$ cat src/rtl/integer_to_ascii_formatter_top_macros.svh
// Assertion macros shared by the formatter RTL.
`ifndef INTEGER_TO_ASCII_FORMATTER_TOP_MACROS_SVH
`define INTEGER_TO_ASCII_FORMATTER_TOP_MACROS_SVH

// Same-cycle implication, checked on every rising edge outside reset.
`define ITAF_ASSERT_NOW(lbl, ante, cons, msg) \
    lbl: assert property (@(posedge aclk) disable iff (!aresetn) (ante) |-> (cons)) \
        else $error(msg);

// Next-cycle implication, checked on every rising edge outside reset.
`define ITAF_ASSERT_NEXT(lbl, ante, cons, msg) \
    lbl: assert property (@(posedge aclk) disable iff (!aresetn) (ante) |=> (cons)) \
        else $error(msg);

`endif

$ cat src/rtl/itaf_pkg.sv
// Shared constants, types and a function of the integer to ASCII formatter.
package itaf_pkg;

    localparam int DIGIT_DEPTH = 16;
    localparam int VALUE_WIDTH = 64;

    localparam int IDX_W      = $clog2(DIGIT_DEPTH);
    localparam int PTR_DIGITS = ((VALUE_WIDTH + 3) / 4 > DIGIT_DEPTH) ?
                                DIGIT_DEPTH : (VALUE_WIDTH + 3) / 4;

    localparam logic [64:0] VALUE_MASK_WIDE = (65'(1) << VALUE_WIDTH) - 65'(1);
    localparam logic [63:0] VALUE_MASK      = VALUE_MASK_WIDE[63:0];

    // floor(x * DEC_RECIP / 2^35) equals floor(x / 10) for every 32-bit x.
    localparam logic [31:0] DEC_RECIP = 32'hCCCC_CCCD;
    localparam int          DEC_SHIFT = 35;

    localparam int S_TDATA_W = 72;
    localparam int M_TDATA_W = 8;

    localparam logic [7:0] CH_ZERO  = 8'h30;
    localparam logic [7:0] CH_X     = 8'h78;
    localparam logic [7:0] CH_MINUS = 8'h2D;
    localparam logic [7:0] HEX_OFS  = 8'h37;

    typedef enum logic [1:0] {
        ACT_SDEC = 2'd0,
        ACT_UDEC = 2'd1,
        ACT_HEX  = 2'd2,
        ACT_PTR  = 2'd3
    } itaf_action_t;

    typedef struct packed {
        logic load;
        logic mul;
        logic fix;
        logic hex;
    } itaf_div_ctrl_t;

    typedef struct packed {
        logic [3:0] rem;
        logic       quot_zero;
    } itaf_div_stat_t;

    function automatic logic [7:0] hex_char(input logic [3:0] d);
        return 8'(d) + ((d > 4'd9) ? HEX_OFS : CH_ZERO);
    endfunction

endpackage

$ cat src/rtl/itaf_divu.sv
// Shared digit unit: divides the working value by ten or sixteen per step.
module itaf_divu import itaf_pkg::*; (
    input  logic           aclk,
    input  itaf_div_ctrl_t ctrl,
    input  logic [63:0]    operand,
    output itaf_div_stat_t stat
);

    logic [63:0] work_reg;
    logic [63:0] prod_reg;
    logic [63:0] quot;
    logic [28:0] dec_q;
    logic [31:0] dec_q10;
    logic [3:0]  rem;

    always_comb begin
        dec_q   = prod_reg[63:DEC_SHIFT];
        dec_q10 = {dec_q, 3'b000} + {2'b00, dec_q, 1'b0};
        if (ctrl.hex) begin
            quot = work_reg >> 4;
            rem  = work_reg[3:0];
        end else begin
            quot = 64'(dec_q);
            rem  = work_reg[3:0] - dec_q10[3:0];
        end
        stat.rem       = rem;
        stat.quot_zero = (quot == 64'd0);
    end

    always_ff @(posedge aclk) begin
        if (ctrl.load) begin
            work_reg <= operand;
        end else if (ctrl.fix) begin
            work_reg <= quot;
        end
        if (ctrl.mul) begin
            prod_reg <= work_reg[31:0] * DEC_RECIP;
        end
    end

endmodule

$ cat src/rtl/itaf_dstore.sv
// Digit store: one four-bit digit per entry, read out as an ASCII character.
module itaf_dstore import itaf_pkg::*; (
    input  logic             aclk,
    input  logic             we,
    input  logic [IDX_W-1:0] waddr,
    input  logic [3:0]       wdata,
    input  logic [IDX_W-1:0] raddr,
    output logic [7:0]       rchar
);

    logic [3:0] digit_reg [DIGIT_DEPTH];

    always_ff @(posedge aclk) begin
        if (we) begin
            digit_reg[waddr] <= wdata;
        end
    end

    assign rchar = hex_char(digit_reg[raddr]);

endmodule

$ cat src/rtl/integer_to_ascii_formatter_top.sv
// Top level of the integer to ASCII formatter: sequencer and output register.
//
//  Channel | Dir | Word contents                          | Accepted when
//  --------+-----+----------------------------------------+---------------------------
//  s_      | in  | tdata[1:0] action, tdata[65:2] value   | s_tvalid && s_tready
//  m_      | out | tdata[7:0] character, tlast last       | m_tvalid && m_tready
//
// One number at a time: the word is taken in, then each digit takes two steps
// of the shared digit unit (multiply by the reciprocal of ten, then correct and
// store; hex digits take the same two steps), and then the characters go out,
// 18 of them for a pointer (two prefix characters and 16 digits).
// A character waiting in the output register only holds the character loop, and
// s_tready is high only while the sequencer waits; aresetn is synchronous, low.
`include "integer_to_ascii_formatter_top_macros.svh"

module integer_to_ascii_formatter_top import itaf_pkg::*; (
    input  logic                 aclk,
    input  logic                 aresetn,
    input  logic                 s_tvalid,
    output logic                 s_tready,
    input  logic [S_TDATA_W-1:0] s_tdata,   // [1:0] action, [65:2] value, rest zero
    output logic                 m_tvalid,
    input  logic                 m_tready,
    output logic [M_TDATA_W-1:0] m_tdata,   // [7:0] character
    output logic                 m_tlast
);

    typedef enum logic [1:0] {
        ST_IDLE,
        ST_MUL,
        ST_FIX,
        ST_EMIT
    } state_t;

    state_t           state_reg, state_next;
    logic             ptr_reg, ptr_next;
    logic             hex_reg, hex_next;
    logic             neg_reg, neg_next;
    logic [IDX_W-1:0] idx_reg, idx_next;
    logic [1:0]       pre_reg, pre_next;
    logic             m_tvalid_reg, m_tvalid_next;
    logic [7:0]       m_char_reg, m_char_next;
    logic             m_last_reg, m_last_next;

    itaf_action_t   action;
    logic [63:0]    value;
    logic [63:0]    operand;
    itaf_div_ctrl_t div_ctrl;
    itaf_div_stat_t div_stat;
    logic           digit_we;
    logic [7:0]     digit_char;
    logic           more_digits;
    logic           slot_free;
    logic [7:0]     prefix_char;

    assign action = itaf_action_t'(s_tdata[1:0]);
    assign value  = s_tdata[65:2];

    itaf_divu u_divu (
        .aclk    (aclk),
        .ctrl    (div_ctrl),
        .operand (operand),
        .stat    (div_stat)
    );

    itaf_dstore u_dstore (
        .aclk  (aclk),
        .we    (digit_we),
        .waddr (idx_reg),
        .wdata (div_stat.rem),
        .raddr (idx_reg),
        .rchar (digit_char)
    );

    // Pointer text leads with "0x", a negative signed number with a minus.
    assign prefix_char = ptr_reg ? ((pre_reg == 2'd2) ? CH_ZERO : CH_X) : CH_MINUS;

    // Pointers always give a fixed number of digits; the other modes stop
    // as soon as the quotient reaches zero.
    assign more_digits = ptr_reg ? (idx_reg != IDX_W'(PTR_DIGITS - 1))
                                 : (!div_stat.quot_zero &&
                                    idx_reg != IDX_W'(DIGIT_DEPTH - 1));

    assign slot_free = !m_tvalid_reg || m_tready;

    always_comb begin
        state_next    = state_reg;
        ptr_next      = ptr_reg;
        hex_next      = hex_reg;
        neg_next      = neg_reg;
        idx_next      = idx_reg;
        pre_next      = pre_reg;
        m_tvalid_next = m_tvalid_reg && !m_tready;
        m_char_next   = m_char_reg;
        m_last_next   = m_last_reg;
        operand       = 64'(value[31:0]);
        div_ctrl      = '0;
        div_ctrl.hex  = hex_reg || ptr_reg;
        digit_we      = 1'b0;

        case (action)
            ACT_SDEC: operand = value[31] ? 64'((~value[31:0]) + 32'd1)
                                          : 64'(value[31:0]);
            ACT_PTR:  operand = value & VALUE_MASK;
            default:  operand = 64'(value[31:0]);
        endcase

        case (state_reg)
            ST_IDLE: begin
                if (s_tvalid) begin
                    div_ctrl.load = 1'b1;
                    ptr_next      = (action == ACT_PTR);
                    hex_next      = (action == ACT_HEX);
                    neg_next      = (action == ACT_SDEC) && value[31];
                    idx_next      = '0;
                    if (action == ACT_PTR) begin
                        pre_next = 2'd2;
                    end else if (action == ACT_SDEC && value[31]) begin
                        pre_next = 2'd1;
                    end else begin
                        pre_next = 2'd0;
                    end
                    state_next = ST_MUL;
                end
            end
            ST_MUL: begin
                div_ctrl.mul = 1'b1;
                state_next   = ST_FIX;
            end
            ST_FIX: begin
                div_ctrl.fix = 1'b1;
                digit_we     = 1'b1;
                if (more_digits) begin
                    idx_next   = idx_reg + IDX_W'(1);
                    state_next = ST_MUL;
                end else begin
                    state_next = ST_EMIT;
                end
            end
            ST_EMIT: begin
                // Characters go out most significant first; the store is
                // read downward from the top digit.
                if (slot_free) begin
                    m_tvalid_next = 1'b1;
                    if (pre_reg != 2'd0) begin
                        m_char_next = prefix_char;
                        m_last_next = 1'b0;
                        pre_next    = pre_reg - 2'd1;
                    end else begin
                        m_char_next = digit_char;
                        m_last_next = (idx_reg == '0);
                        if (idx_reg == '0) begin
                            state_next = ST_IDLE;
                        end else begin
                            idx_next = idx_reg - IDX_W'(1);
                        end
                    end
                end
            end
            default: state_next = ST_IDLE;
        endcase
    end

    always_ff @(posedge aclk) begin
        if (!aresetn) begin
            state_reg    <= ST_IDLE;
            m_tvalid_reg <= 1'b0;
            ptr_reg      <= 1'b0;
            hex_reg      <= 1'b0;
            neg_reg      <= 1'b0;
            idx_reg      <= '0;
            pre_reg      <= 2'd0;
        end else begin
            state_reg    <= state_next;
            m_tvalid_reg <= m_tvalid_next;
            ptr_reg      <= ptr_next;
            hex_reg      <= hex_next;
            neg_reg      <= neg_next;
            idx_reg      <= idx_next;
            pre_reg      <= pre_next;
        end
        m_char_reg  <= m_char_next;
        m_last_reg  <= m_last_next;
    end

    assign s_tready = (state_reg == ST_IDLE);
    assign m_tvalid = m_tvalid_reg;
    assign m_tdata  = m_char_reg;
    assign m_tlast  = m_last_reg;

    // A decimal step must leave a remainder below ten.
    `ITAF_ASSERT_NOW(a_dec_rem_range, state_reg == ST_FIX && !hex_reg && !ptr_reg, div_stat.rem <= 4'd9, "decimal remainder out of range")
    // A prefix is only pending for pointers or negative numbers.
    `ITAF_ASSERT_NOW(a_prefix_cause, state_reg == ST_EMIT && pre_reg != 2'd0, ptr_reg || neg_reg, "prefix pending without cause")
    // An accepted number always starts a divide step with an empty store index.
    `ITAF_ASSERT_NEXT(a_accept_starts, s_tvalid && s_tready, state_reg == ST_MUL && idx_reg == '0, "accepted number did not start digit generation")

endmodule
$ cat config.mk
export PLATFORM = sky130hd
export DESIGN_NAME = integer_to_ascii_formatter_top
export DESIGN_NICKNAME = d
export VERILOG_FILES = /design/src/rtl/itaf_pkg.sv /design/src/rtl/itaf_divu.sv /design/src/rtl/itaf_dstore.sv /design/src/rtl/integer_to_ascii_formatter_top.sv
export VERILOG_INCLUDE_DIRS = /design/src /design/src/rtl
export SDC_FILE = /design/constraint.sdc
export NUM_CORES = 1
export LEC_CHECK = 0
export BUFFER_PORTS_ARGS = -buffer_cell sky130_fd_sc_hd__buf_2
export CAP_MARGIN = 0
export CORE_ASPECT_RATIO = 0.6
export CORE_UTILIZATION = 55
export DETAILED_ROUTE_END_ITERATION = 8
export PLACE_DENSITY = 0.72
export SETUP_SLACK_MARGIN = 0.5
export SYNTH_ARGS = -nofsm -noshare
export SYNTH_HDL_FRONTEND = slang
export SYNTH_SLANG_ARGS = --single-unit
$ cat constraint.sdc
create_clock -name aclk -period 11.7 [get_ports aclk]
set_input_delay 2.34 -clock aclk [delete_from_list [all_inputs] [get_ports aclk]]
set_output_delay 2.34 -clock aclk [all_outputs]
set_load 0.01 [all_outputs]
==> results.toml <==
[status]
status = "finished clean"

[global_routing]
grt_overflow = 0
grt_pass1_wl_um = 117000
grt_pass1_vias = 19248
grt_usage = 0.336
antenna_found_initial = 0
grt_max_degree = 65

[hold_path]
whs_endpoint = "pre_reg[1]$_SDFFE_PN0P_"
hold_path_class = "flip-flop to flip-flop"
hold_depth = 2
hold_start = "pre_reg[1]$_SDFFE_PN0P_"

[synth]
netlist.area_leader.share = 0.303
synth_ff_type = "edfxtp_1"
async_flop_share = 0
syn_area_per_cell_um2 = 10.3
synth_area_um2 = 25600
synth_edf_count = 165
synth_top_area_cell = "fa_1"
ys_types = 70
synth_nets = 3311
synth_area_leaders = "fa_1, edfxtp_1, ha_1"
yosys_warnings = 0
synth-seq-area-share = 0.205
syn_inst = 2487
ys_ff_latch = 180

[critical_path]
rr_startpoint = "u_divu.work_reg[8]$_DFFE_PP_"
path_delay_family = "adder cells"
cp_max_fo = 9
critPathBufInv = 4
r2r_setup_slack_ns = 3.05
cpPeakStageDelay_ns = 0.74
worstPathRequired_ns = 11.86
path_cells = "ha_1, inv_1, fa_1, inv_1, fa_1, inv_1, fa_1, inv_1, fa_1, fa_1, fa_1, fa_1, ha_1, and4_1, and2_1, a32oi_1, a21oi_1, nand3_1, o221ai_1, o21ai_0, mux2i_1, o2111ai_1"
critPathCaptureType = "flip-flop"
cpMaxStageDelayCell = "edfxtp_1"
cp.arrival_ns = 8.82
crit_type = "flip-flop to flip-flop"
critPathLaunchType = "flip-flop"
rr_worst_depth = 22
timing.critical_path.mode_cell = "fa_1"
worstReg2RegEnd = "u_divu.prod_reg[58]$_DFFE_PN_"

[timing]
min_period_over_period = 0.740
rsz0062_at_grt = "false"
slew_headroom = 0.156
slew_violations = 0
max_freq_ghz = 0.116
setup_viol = 0
clock_skew_ns = 0.0278
fin_ws_ns = 3.05
worst_slew_pin_slew_ns = 1.26
final_hold_viol_count = 0
post-route-min-period_ns = 8.65
setup_total_negative_slack_ns = 0

[floorplan]
io_pins = 87
die_h_um = 169
start_util = 0.564
coreArea_um2 = 45400
die_x_um = 281
die_area_um2 = 47500
rows = 60

[clock_tree]
clk_pin_slew_ns = 0.08
ctsHtreeMaxLevel = 4
cts_buffer_depth = 2
post_cts_buffers = 0
hold_buffers = 0
ctsResizeCount = 0
clock-sinks = 180
cts_tree = "yes"
clock_latency_ns = 0.44
cts_made_buffers = 17
clock-root-buffer = "clkbuf_16"

[layout]
finalNonFillerCells = 3161
diodes = 0
syn_to_final_growth_pct = 6.42
drive_above_1_share = 0.0649
fin_util = 0.601
fin_nets = 3352

[route]
ant_nets = 0
vias = 18758
drt-initial-drc-count = 2098
drt_wl_total_um = 75900
avgViaCountPerCell = 5.93
route.detailed.drc = 0
drt_pre_antenna_iters = 5
wl_per_cell_um = 24.0

[place]
place_ws_ns = 3.22
gp_congestion = 1.04
dp_cells = 3129
port_buffers = 79
dp_hpwl_um = 64300

[flow_run]
max-cap-violations = 0
[cells by family (layout without fill, tap and decap cells)]
family / after synthesis / count (layout) / share of synthesized area
fa+ha+maj: 748 / 748 / 0.479
buf+inv: 639 / 693 / 0.0938
simple gates: 411 / 411 / 0.0782
compound gates: 395 / 395 / 0.0942
flops: 180 / 180 / 0.205
xor+xnor: 82 / 82 / 0.0280
mux: 31 / 31 / 0.0219
other cells: 1 / 1 / 0.000146
[worst max path at each step]
stage                                        from                             to  slack, ns  cells after the start
CTS                  u_divu.work_reg[8]$_DFFE_PP_  u_divu.prod_reg[58]$_DFFE_PN_       3.20                     22
finish               u_divu.work_reg[8]$_DFFE_PP_  u_divu.prod_reg[58]$_DFFE_PN_       3.05                     22
detailed placement   u_divu.work_reg[8]$_DFFE_PP_  u_divu.prod_reg[58]$_DFFE_PN_       3.22                     22
global route         u_divu.work_reg[8]$_DFFE_PP_  u_divu.prod_reg[46]$_DFFE_PN_       2.85                     22
global placement    u_divu.work_reg[19]$_DFFE_PP_  u_divu.prod_reg[63]$_DFFE_PN_       3.33                     20
floorplan           u_divu.work_reg[16]$_DFFE_PP_  u_divu.prod_reg[63]$_DFFE_PN_       4.93                     24
[layout by cell type, fill, tap and decap left out, types with 7 or more instances in the layout]
cell type  Yosys  routed
nor3_1        22      22
fa_1         388     388
inv_1        569     569
a21boi_0      11      11
dfxtp_1       15      15
nand4_1       12      12
nor2b_1       15      14
nor4_1        22      22
o21ai_0      114     114
xor2_1        40      40
mux4_2        20      20
buf_2          1      79
a221oi_1      19      19
a31oi_1       31      31
buf_4          1      13
a21oi_1      121     121
and2_1        22      22
nand2b_1      12      12
o21bai_1       8       8
or3_1          7       7
nor2_1        91      88
and3_1        14      14
ha_1         360     360
nand3_1       17      17
nand2_1      147     146
mux2i_1       11      11
a21o_1        40      40
clkbuf_16      0      17
edfxtp_1     165     165
clkinv_8       0       7
xnor2_1       42      42
[worst register-to-register path, cell delays in order, from the launching register on]
cell	delay, ns
edfxtp_1	0.74
ha_1	0.61
inv_1	0.22
fa_1	0.58
inv_1	0.05
fa_1	0.50
inv_1	0.05
fa_1	0.50
inv_1	0.06
fa_1	0.57
fa_1	0.44
fa_1	0.56
fa_1	0.44
ha_1	0.41
and4_1	0.26
and2_1	0.22
a32oi_1	0.44
a21oi_1	0.32
nand3_1	0.14
o221ai_1	0.21
o21ai_0	0.66
mux2i_1	0.29
o2111ai_1	0.14
[metrics by stage]
step / cell area (um^2) / hold WS, ns
2_1_floorplan: 25600 / 0.468
3_3_place_gp: 26700 / 0.531
3_5_place_dp: 26700 / 0.539
4_1_cts: 27300 / 0.552
5_1_grt: 27300 / 0.573
6_report: 27300 / 0.554
[cell type report]
class / instances / area [um^2]
clock inverter: 14 / 183
multi-input combinational: 1668 / 18000
inverter: 569 / 2140
sequential: 180 / 5260
tap: 620 / 776
timing repair buffer: 92 / 493
clock buffer: 18 / 439
fill: 3824 / 18100
[Yosys cell counts, types with 5 or more instances]
master,count
a211oi_1,6
a21boi_0,11
a21o_1,40
a21oi_1,121
a221oi_1,19
a311o_1,6
a31oi_1,31
and2_1,22
and3_1,14
and4_1,5
clkbuf_1,65
dfxtp_1,15
edfxtp_1,165
fa_1,388
ha_1,360
inv_1,569
mux2i_1,11
mux4_2,20
nand2_1,147
nand2b_1,12
nand3_1,17
nand4_1,12
nor2_1,91
nor2b_1,15
nor3_1,22
nor4_1,22
o21ai_0,114
o21bai_1,8
or2_2,5
or3_1,7
xnor2_1,42
xor2_1,40
[routing by layer]
layer,track usage,vias to the layer above,part of all wire
met4,0.0518,0,0.014
li1,-,8259,-
met5,0,-,0
met3,0.117,91,0.14
met2,0.441,1090,0.38
met1,0.534,9318,0.46
Power is not shown: default switching activity piles up to over one toggle a cycle in this logic, so the estimate is an artifact.
